--- config.mk ---
export PLATFORM = sky130hd
export DESIGN_NAME = bmp_pixel_stream_blitter
export DESIGN_NICKNAME = d
export VERILOG_FILES = /design/src/hdl/bmpb_pkg.sv /design/src/hdl/bmpb_regs.sv /design/src/hdl/bmpb_core.sv /design/src/hdl/bmpb_out.sv /design/src/hdl/bmp_pixel_stream_blitter.sv
export SDC_FILE = /design/constraint.sdc
export NUM_CORES = 1
export LEC_CHECK = 0
export ABC_AREA = 0
export BUFFER_PORTS_ARGS = -buffer_cell sky130_fd_sc_hd__buf_2
export CORE_MARGIN = 2
export CORE_UTILIZATION = 30
export CTS_CLUSTER_DIAMETER = 120
export CTS_CLUSTER_SIZE = 16
export DETAILED_ROUTE_END_ITERATION = 10
export PLACE_DENSITY_LB_ADDON = 0.25
export RECOVER_POWER = 100
export SLEW_MARGIN = 10
export SYNTH_ARGS = -nofsm -noshare
export SYNTH_HDL_FRONTEND = slang
export SYNTH_SLANG_ARGS = --single-unit
--- constraint.sdc ---
create_clock -name i_clk -period 11 [get_ports i_clk]
set_input_delay 2.75 -clock i_clk [delete_from_list [all_inputs] [get_ports i_clk]]
set_output_delay 2.75 -clock i_clk [all_outputs]
set_load 0.05 [all_outputs]
--- src/hdl/bmpb_pkg.sv ---
package bmpb_pkg;

    localparam int SCREEN_WIDTH_DEF  = 800;
    localparam int SCREEN_HEIGHT_DEF = 480;
    localparam int MAX_IMAGE_DIM_DEF = 2048;

    localparam int CFG_ADDR_W = 5;
    localparam int CFG_DATA_W = 32;
    localparam int WIDTH_W    = 12;
    localparam int HEIGHT_W   = 13;
    localparam int OCOL_W     = 10;
    localparam int OROW_W     = 9;
    localparam int FB_W       = 19;
    localparam int COLOR_W    = 32;

    typedef enum logic [2:0] {
        REG_IMAGE_WIDTH  = 3'd0,
        REG_IMAGE_HEIGHT = 3'd1,
        REG_FOUR_BYTE    = 3'd2,
        REG_ORIGIN_COL   = 3'd3,
        REG_ORIGIN_ROW   = 3'd4
    } t_reg_idx;

    typedef enum logic [1:0] {
        PH_BLUE  = 2'd0,
        PH_GREEN = 2'd1,
        PH_RED   = 2'd2,
        PH_ALPHA = 2'd3
    } t_phase;

    typedef struct packed {
        logic [WIDTH_W-1:0]         image_width;
        logic signed [HEIGHT_W-1:0] image_height;
        logic                       four_byte_pixels;
        logic [OCOL_W-1:0]          origin_col;
        logic [OROW_W-1:0]          origin_row;
    } t_cfg;

    typedef struct packed {
        logic               on_screen;
        logic [FB_W-1:0]    fb_address;
        logic [COLOR_W-1:0] pixel_color;
        logic               image_done;
    } t_result;

endpackage

--- src/hdl/bmpb_regs.sv ---
module bmpb_regs (
    input  logic                               i_clk,
    input  logic                               i_rst_n,
    input  logic                               psel,
    input  logic                               penable,
    input  logic                               pwrite,
    input  logic [bmpb_pkg::CFG_ADDR_W-1:0]    paddr,
    input  logic [bmpb_pkg::CFG_DATA_W-1:0]    pwdata,
    output logic [bmpb_pkg::CFG_DATA_W-1:0]    prdata,
    output logic                               pready,
    output bmpb_pkg::t_cfg                     o_cfg
);

    bmpb_pkg::t_cfg       r_cfg;
    bmpb_pkg::t_reg_idx   idx;
    logic                 wr;

    assign pready = 1'b1;
    assign idx    = bmpb_pkg::t_reg_idx'(paddr[4:2]);
    assign wr     = psel && penable && pwrite && pready;
    assign o_cfg  = r_cfg;

    always_ff @(posedge i_clk) begin
        if (!i_rst_n) begin
            r_cfg.image_width      <= bmpb_pkg::WIDTH_W'(1);
            r_cfg.image_height     <= bmpb_pkg::HEIGHT_W'(1);
            r_cfg.four_byte_pixels <= 1'b0;
            r_cfg.origin_col       <= '0;
            r_cfg.origin_row       <= '0;
        end else if (wr) begin
            case (idx)
                bmpb_pkg::REG_IMAGE_WIDTH: begin
                    r_cfg.image_width <= pwdata[bmpb_pkg::WIDTH_W-1:0];
                end
                bmpb_pkg::REG_IMAGE_HEIGHT: begin
                    r_cfg.image_height <= pwdata[bmpb_pkg::HEIGHT_W-1:0];
                end
                bmpb_pkg::REG_FOUR_BYTE: begin
                    r_cfg.four_byte_pixels <= pwdata[0];
                end
                bmpb_pkg::REG_ORIGIN_COL: begin
                    r_cfg.origin_col <= pwdata[bmpb_pkg::OCOL_W-1:0];
                end
                bmpb_pkg::REG_ORIGIN_ROW: begin
                    r_cfg.origin_row <= pwdata[bmpb_pkg::OROW_W-1:0];
                end
                default: begin
                end
            endcase
        end
    end

    always_comb begin
        case (idx)
            bmpb_pkg::REG_IMAGE_WIDTH:  prdata = bmpb_pkg::CFG_DATA_W'(r_cfg.image_width);
            bmpb_pkg::REG_IMAGE_HEIGHT: prdata = bmpb_pkg::CFG_DATA_W'(
                                            unsigned'(r_cfg.image_height));
            bmpb_pkg::REG_FOUR_BYTE:    prdata = bmpb_pkg::CFG_DATA_W'(r_cfg.four_byte_pixels);
            bmpb_pkg::REG_ORIGIN_COL:   prdata = bmpb_pkg::CFG_DATA_W'(r_cfg.origin_col);
            bmpb_pkg::REG_ORIGIN_ROW:   prdata = bmpb_pkg::CFG_DATA_W'(r_cfg.origin_row);
            default:                    prdata = '0;
        endcase
    end

endmodule

--- src/hdl/bmpb_core.sv ---
module bmpb_core #(
    parameter int SCREEN_WIDTH  = bmpb_pkg::SCREEN_WIDTH_DEF,
    parameter int SCREEN_HEIGHT = bmpb_pkg::SCREEN_HEIGHT_DEF,
    parameter int MAX_IMAGE_DIM = bmpb_pkg::MAX_IMAGE_DIM_DEF
) (
    input  logic              i_clk,
    input  logic              i_rst_n,
    input  bmpb_pkg::t_cfg    i_cfg,
    input  logic              i_valid,
    output logic              o_ready,
    input  logic [7:0]        i_pixel_byte,
    input  logic              i_can_take,
    output logic              o_res_vld,
    output bmpb_pkg::t_result o_res
);

    localparam int DIM_W = $clog2(MAX_IMAGE_DIM + 1);
    localparam int CNT_W = (MAX_IMAGE_DIM > 1) ? $clog2(MAX_IMAGE_DIM) : 1;
    localparam int SR_W  = $clog2(MAX_IMAGE_DIM + 512) + 2;
    localparam int SC_W  = ((CNT_W > bmpb_pkg::OCOL_W) ? CNT_W : bmpb_pkg::OCOL_W) + 1;
    localparam int HW    = bmpb_pkg::HEIGHT_W;
    localparam int FB_W  = bmpb_pkg::FB_W;
    localparam logic [HW-1:0] MAX_DIM_H = HW'(MAX_IMAGE_DIM);

    logic             r_in_vld, n_in_vld;
    logic [7:0]       r_in_byte, n_in_byte;
    bmpb_pkg::t_phase r_phase, n_phase;
    logic [7:0]       r_blue, n_blue, r_green, n_green, r_red, n_red;
    logic [CNT_W-1:0] r_col, n_col, r_row, n_row;
    logic [1:0]       r_pad, n_pad;
    logic             r_finished, n_finished;

    logic                   accept, step, ignore, emit;
    logic [HW-1:0]          w_full, h_abs;
    logic [DIM_W-1:0]       w, hmag;
    logic                   last_col, last_row, on;
    logic signed [SR_W-1:0] img_row, scr_row;
    logic [SC_W-1:0]        scr_col;
    logic [FB_W-1:0]        fb;
    logic [7:0]             alpha, red;

    assign o_ready = !r_in_vld || i_can_take;
    assign accept  = i_valid && o_ready;
    assign step    = r_in_vld && i_can_take;

    // clamped dimensions
    assign w_full = HW'(i_cfg.image_width);
    assign h_abs  = i_cfg.image_height[HW-1] ? (~i_cfg.image_height + HW'(1))
                                             : i_cfg.image_height;
    assign w      = (w_full > MAX_DIM_H) ? DIM_W'(MAX_DIM_H) : DIM_W'(w_full);
    assign hmag   = (h_abs > MAX_DIM_H) ? DIM_W'(MAX_DIM_H) : DIM_W'(h_abs);
    assign ignore = r_finished || (w == '0) || (hmag == '0);

    assign last_col = ((DIM_W+1)'(r_col) + (DIM_W+1)'(1)) >= (DIM_W+1)'(w);
    assign last_row = ((DIM_W+1)'(r_row) + (DIM_W+1)'(1)) >= (DIM_W+1)'(hmag);

    // screen placement, bottom-up rows flipped
    assign img_row = !i_cfg.image_height[HW-1]
                   ? SR_W'(hmag) - SR_W'(1) - SR_W'(r_row)
                   : SR_W'(r_row);
    assign scr_row = img_row + SR_W'(i_cfg.origin_row);
    assign scr_col = SC_W'(r_col) + SC_W'(i_cfg.origin_col);
    assign on      = !scr_row[SR_W-1] && (int'(scr_row) < SCREEN_HEIGHT)
                     && (int'(scr_col) < SCREEN_WIDTH);
    assign fb      = FB_W'(scr_row) * FB_W'(SCREEN_WIDTH) + FB_W'(scr_col);

    assign red   = (r_phase == bmpb_pkg::PH_RED) ? r_in_byte : r_red;
    assign alpha = (r_phase == bmpb_pkg::PH_ALPHA) ? r_in_byte : 8'd0;

    assign o_res_vld         = emit;
    assign o_res.on_screen   = on;
    assign o_res.fb_address  = on ? fb : '0;
    assign o_res.pixel_color = {alpha, red, r_green, r_blue};
    assign o_res.image_done  = last_col && last_row;

    always_comb begin
        n_in_vld   = accept ? 1'b1 : (step ? 1'b0 : r_in_vld);
        n_in_byte  = accept ? i_pixel_byte : r_in_byte;
        n_phase    = r_phase;
        n_blue     = r_blue;
        n_green    = r_green;
        n_red      = r_red;
        n_col      = r_col;
        n_row      = r_row;
        n_pad      = r_pad;
        n_finished = r_finished;
        emit       = 1'b0;
        if (step && !ignore) begin
            if (r_pad != 2'd0) begin
                n_pad = r_pad - 2'd1;
            end else begin
                case (r_phase)
                    bmpb_pkg::PH_BLUE: begin
                        n_blue  = r_in_byte;
                        n_phase = bmpb_pkg::PH_GREEN;
                    end
                    bmpb_pkg::PH_GREEN: begin
                        n_green = r_in_byte;
                        n_phase = bmpb_pkg::PH_RED;
                    end
                    bmpb_pkg::PH_RED: begin
                        n_red = r_in_byte;
                        if (i_cfg.four_byte_pixels) begin
                            n_phase = bmpb_pkg::PH_ALPHA;
                        end else begin
                            n_phase = bmpb_pkg::PH_BLUE;
                            emit    = 1'b1;
                        end
                    end
                    default: begin
                        n_phase = bmpb_pkg::PH_BLUE;
                        emit    = 1'b1;
                    end
                endcase
                if (emit) begin
                    if (last_col) begin
                        n_col = '0;
                        if (last_row) begin
                            n_finished = 1'b1;
                        end else begin
                            n_row = r_row + CNT_W'(1);
                            // padding to 4 bytes equals width mod 4 for BGR rows
                            n_pad = i_cfg.four_byte_pixels ? 2'd0 : 2'(w);
                        end
                    end else begin
                        n_col = r_col + CNT_W'(1);
                    end
                end
            end
        end
    end

    always_ff @(posedge i_clk) begin
        if (!i_rst_n) begin
            r_in_vld   <= 1'b0;
            r_phase    <= bmpb_pkg::PH_BLUE;
            r_blue     <= '0;
            r_green    <= '0;
            r_red      <= '0;
            r_col      <= '0;
            r_row      <= '0;
            r_pad      <= '0;
            r_finished <= 1'b0;
        end else begin
            r_in_vld   <= n_in_vld;
            r_phase    <= n_phase;
            r_blue     <= n_blue;
            r_green    <= n_green;
            r_red      <= n_red;
            r_col      <= n_col;
            r_row      <= n_row;
            r_pad      <= n_pad;
            r_finished <= n_finished;
        end
    end

    always_ff @(posedge i_clk) begin
        r_in_byte <= n_in_byte;
    end

endmodule

--- src/hdl/bmpb_out.sv ---
module bmpb_out (
    input  logic              i_clk,
    input  logic              i_rst_n,
    input  logic              i_load,
    input  bmpb_pkg::t_result i_res,
    output logic              o_can_take,
    output logic              o_valid,
    input  logic              i_ready,
    output bmpb_pkg::t_result o_res
);

    logic              r_vld, n_vld;
    bmpb_pkg::t_result r_res, n_res;

    assign o_can_take = !r_vld || i_ready;
    assign o_valid    = r_vld;
    assign o_res      = r_res;

    always_comb begin
        n_vld = r_vld;
        n_res = r_res;
        if (i_load) begin
            n_vld = 1'b1;
            n_res = i_res;
        end else if (i_ready) begin
            n_vld = 1'b0;
        end
    end

    always_ff @(posedge i_clk) begin
        if (!i_rst_n) begin
            r_vld <= 1'b0;
        end else begin
            r_vld <= n_vld;
        end
    end

    always_ff @(posedge i_clk) begin
        r_res <= n_res;
    end

endmodule

--- src/hdl/bmp_pixel_stream_blitter.sv ---
// A result appears on o_valid once the byte completing the pixel has passed
// the input register and then the result register.
// Throughput: one byte per cycle unless a stalled result holds the input;
// 3 bytes per pixel in BGR mode, 4 in BGRA. Pad bytes and bytes that do not
// complete a pixel yield no result.
// Synchronous active-low reset clears stream state and loads register defaults.
module bmp_pixel_stream_blitter #(
    parameter int SCREEN_WIDTH  = bmpb_pkg::SCREEN_WIDTH_DEF,
    parameter int SCREEN_HEIGHT = bmpb_pkg::SCREEN_HEIGHT_DEF,
    parameter int MAX_IMAGE_DIM = bmpb_pkg::MAX_IMAGE_DIM_DEF
) (
    input  logic                               i_clk,
    input  logic                               i_rst_n,
    input  logic                               psel,
    input  logic                               penable,
    input  logic                               pwrite,
    input  logic [bmpb_pkg::CFG_ADDR_W-1:0]    paddr,
    input  logic [bmpb_pkg::CFG_DATA_W-1:0]    pwdata,
    output logic [bmpb_pkg::CFG_DATA_W-1:0]    prdata,
    output logic                               pready,
    input  logic                               i_valid,
    output logic                               o_ready,
    input  logic [7:0]                         i_pixel_byte,
    output logic                               o_valid,
    input  logic                               i_ready,
    output logic                               o_on_screen,
    output logic [bmpb_pkg::FB_W-1:0]          o_fb_address,
    output logic [bmpb_pkg::COLOR_W-1:0]       o_pixel_color,
    output logic                               o_image_done
);

    bmpb_pkg::t_cfg    cfg;
    bmpb_pkg::t_result res, out_res;
    logic              res_vld, can_take;

    bmpb_regs u_regs (
        .i_clk   (i_clk),
        .i_rst_n (i_rst_n),
        .psel    (psel),
        .penable (penable),
        .pwrite  (pwrite),
        .paddr   (paddr),
        .pwdata  (pwdata),
        .prdata  (prdata),
        .pready  (pready),
        .o_cfg   (cfg)
    );

    bmpb_core #(
        .SCREEN_WIDTH  (SCREEN_WIDTH),
        .SCREEN_HEIGHT (SCREEN_HEIGHT),
        .MAX_IMAGE_DIM (MAX_IMAGE_DIM)
    ) u_core (
        .i_clk        (i_clk),
        .i_rst_n      (i_rst_n),
        .i_cfg        (cfg),
        .i_valid      (i_valid),
        .o_ready      (o_ready),
        .i_pixel_byte (i_pixel_byte),
        .i_can_take   (can_take),
        .o_res_vld    (res_vld),
        .o_res        (res)
    );

    bmpb_out u_out (
        .i_clk      (i_clk),
        .i_rst_n    (i_rst_n),
        .i_load     (res_vld),
        .i_res      (res),
        .o_can_take (can_take),
        .o_valid    (o_valid),
        .i_ready    (i_ready),
        .o_res      (out_res)
    );

    assign o_on_screen   = out_res.on_screen;
    assign o_fb_address  = out_res.fb_address;
    assign o_pixel_color = out_res.pixel_color;
    assign o_image_done  = out_res.image_done;

endmodule

==> summary.txt <==
Status
  • Outcome: finished, violations left
  • Failing checks: max-capacitance violations, max-slew violations

Critical path
  • Most used cell, CP: ha_1
  • Slowest Stage Delay on Critical Path: about 0.63 ns
  • WP data arrival: between 9 and 10 ns
  • WP buf/inv: 5
  • Worst setup EP type: flip-flop
  • Crit-path slowest cell: or4b_2
  • CP top delay family: simple AND/OR/NAND/NOR gates
  • Critical Path RT: 11.26 ns
  • Worst Setup Start Kind: flip-flop
  • CP max FO: 16
  • Crit path kind: flip-flop to flip-flop

Finish
  • Share of cells above drive strength 1: 0.07727
  • Final Util: 0.3360
  • Commonest non-fill, non-tap cell in the layout: nor2_1
  • Final #Nets: about 1500
  • Highest-count cells in the layout ignoring fill and taps: nor2_1 (102), ha_1 (98), dfxtp_1 (97), nand2_1 (96), inv_1 (82)
  • Area growth syn-to-layout: 10.78%

Floorplan
  • Die Footprint: about 40000 um^2
  • FP Rows: 71
  • Starting Density: 0.3033
  • Core area: 37580 um^2
  • Io pins: between 100 and 150
  • Die W: ~200 um
  • Die Y-Extent: 198.9 um

CTS
  • Post_cts resized: 0
  • TritonCTS buffer count: 17
  • CTS tree: yes
  • Clk root buf: clkbuf_16
  • # clock sinks: between 150 and 200
  • Post-CTS Hold Buffers: 0
  • Clk pin slew, worst setup/hold paths: ~0.070 ns
  • H-tree Lvls: 4
  • Bufs on Longest Clock Path: 2
  • Insertion delay to the later sink of the worst-skew pair: about 0.44 ns
  • Setup bufs post-CTS: 0

Min path
  • Worst Hold Class: flip-flop to flip-flop

STA
  • Skew final: ~0.018 ns
  • RSZ-0062 raised after global routing: no
  • Relative slew slack: -1.521
  • Tmin final: 9.712 ns
  • Crit share post-route: 0.8829
  • Max Slew Vio Count: about 160
  • Top achievable clock speed: 103.0 MHz
  • Final Setup Violations: 0
  • Final setup TNS: 0 ns
  • Slew at the pin closest to its max-slew limit: around 3.8 ns
  • Fin. Hold Viols: 0

Synthesis
  • Synthesized flop and latch total: approximately 160
  • Ranking of synthesized cells by area: dfxtp_1 (17%), edfxtp_1 (16%), ha_1 (11%)
  • Synth Area in XOR/XNOR: 0.06224
  • Synth Area in Compound Gates: 0.1215
  • Post-synth EDFFs: slightly above 60
  • Synth unique cells: 86
  • Area of the mapped netlist: between 10000 and 15000 um^2
  • Synth warn: 0
  • Main synth FF type: dfxtp_1
  • Synth area leader: dfxtp_1
  • Average size of a mapped cell: ~9.2 um^2
  • Mapped Cells: ~1200
  • Seq/Total Area, Yosys: 0.3328
  • Mux cell area share after synthesis: 0.08299
  • Main combinational cell family by area after synthesis: simple AND/OR/NAND/NOR gates
  • Simple-Gate Fraction of Synth Area: 0.2063
  • Async S/R FF share, synth: 0
  • Top-area cell type share of the netlist area: 0.1721
  • Synth Area in Adders: 0.1269

Global route
  • Initial antenna violation count: 4
  • Largest net degree at the start of global routing: between 70 and 80
  • Vias in the first global route: 8714
  • First-pass GRT wire length: 46520 um
  • Grt ovf: 0
  • All-Layer GR Usage: 0.1513

Routing
  • DR vias/cell: roughly 5
  • Pre-antenna DRT Iters: 5
  • Drt wl/cell: between 15 and 20 um
  • Final WL: 29910 um
  • Post-route ant nets: 0
  • 1st-iter DRT viols: just over 500
  • Drt drc: 0
  • Routed via count: 8973

Power
  • Sequential Power Share: 0.395
  • Max rail drop VDD: 0.05782 mV
  • Sw Ratio: 0.3202
  • Clock share of power: 0.363
  • Internal power: about 1.1 mW
  • Pleak: roughly 5.3 nW
  • PwrDens: between 100 and 150 nW/um^2
  • Psw: around 0.5 mW
  • Comb power frac: 0.242

Place
  • PortBufs: 98
  • HPWL after DPL: around 23000 um
  • Routability cong.: 0.8446

Flow run
  • Max-cap viol count: 3
[final timing paths]
check | slack [ns] | to | cells after the start | startpoint
hold reg to reg | 0.43 | u_out.o_res[7] | 0 | u_core.r_blue[6]
setup reg to reg | 1.29 | u_out.o_res[51] | 39 | u_regs.o_cfg[20]
hold / removal | 0.43 | u_out.o_res[7] | 0 | u_core.r_blue[6]
setup / recovery | 1.29 | u_out.o_res[51] | 39 | u_regs.o_cfg[20]
[worst register-to-register path, delay by kind of cell (launching register included)]
family / cells / cell delay [ns]
adders and majority gates: 6 / 2.29
AOI/OAI and AO/OA: 8 / 1.58
and+or+nand+nor: 14 / 3.22
buffers and inverters: 5 / 0.79
xor gates and xnor gates: 6 / 1.09
DFF: 1 / 0.56
[cells in the mapped netlist, types with 27 or more instances]
cell type and instances:
o21ai_0 38, nand2b_1 29, dfxtp_1 98, clkbuf_1 33
nand2_1 96, nand3_1 35, edfxtp_1 61, mux2i_1 81
a21oi_1 68, inv_1 81, ha_1 98, xor2_1 36
xnor2_1 45, nor3_1 27, nor2_1 102
[state kept, by name, summed over array words and instances, names as in the netlist]
signal             count
u_core.r_blue          8
u_core.r_col          11
u_core.r_finished      1
u_core.r_green         8
u_core.r_in_byte       8
u_core.r_in_vld        1
u_core.r_pad           2
u_core.r_phase         2
u_core.r_red           8
u_core.r_row          11
u_out.o_res           53
u_out.o_valid          1
u_regs.o_cfg          45
[area by class of cell]
class,count,area (um^2)
sequential,159,3795
clock buffer,19,454.2
clock inverter,13,117.6
multi-input combinational,934,6825
tap,511,639.4
inverter,88,332.8
antenna,2,5.005
fill,3937,24950
timing repair buffer,107,457.9
[kinds of logic (layout without fill, tap and decap cells)]
| family | Yosys count | in the layout |
|---|---|---|
| muxes | 92 | 92 |
| other | 2 | 22 |
| DFF | 159 | 159 |
| and+or+nand+nor | 418 | 418 |
| AOI/OAI and AO/OA | 214 | 214 |
| buffers and inverters | 165 | 227 |
| adders and majority gates | 109 | 109 |
| xor gates and xnor gates | 81 | 81 |
[power groups by stage]
| stage | sequential, mW | combinational (mW) | clock [mW] |
|---|---|---|---|
| after CTS | 0.630 | 0.410 | 0.595 |
| after floorplan | 0.640 | 0.332 | 0 |
| after global routing | 0.632 | 0.434 | 0.615 |
| after detailed placement | 0.644 | 0.406 | 0 |
| final | 0.631 | 0.386 | 0.580 |
| after global placement | 0.644 | 0.402 | 0 |
[per-layer routing]
layer	track usage	vias up	wire, um
li1	-	4503	-
met1	0.1962	4265	13680
met2	0.2533	162	14420
met3	0.02526	39	1179
met4	0.05307	4	606
met5	0	-	27
[stage by stage]
step	hold WS, ns	std cells	power [mW]	setup slack (ns)	instance area, um^2
final	0.4280	1833	1.596	1.288	12630
after global routing	0.4410	1833	1.680	0.3125	12630
after CTS	0.4298	1831	1.635	1.328	12840
after detailed placement	0.4196	1799	1.050	1.369	12270
after global placement	0.4123	1799	1.046	1.429	12270
after floorplan	0.4080	1258	0.9718	2.113	11470
No activity file was read; power rests on OpenSTA's default activity.
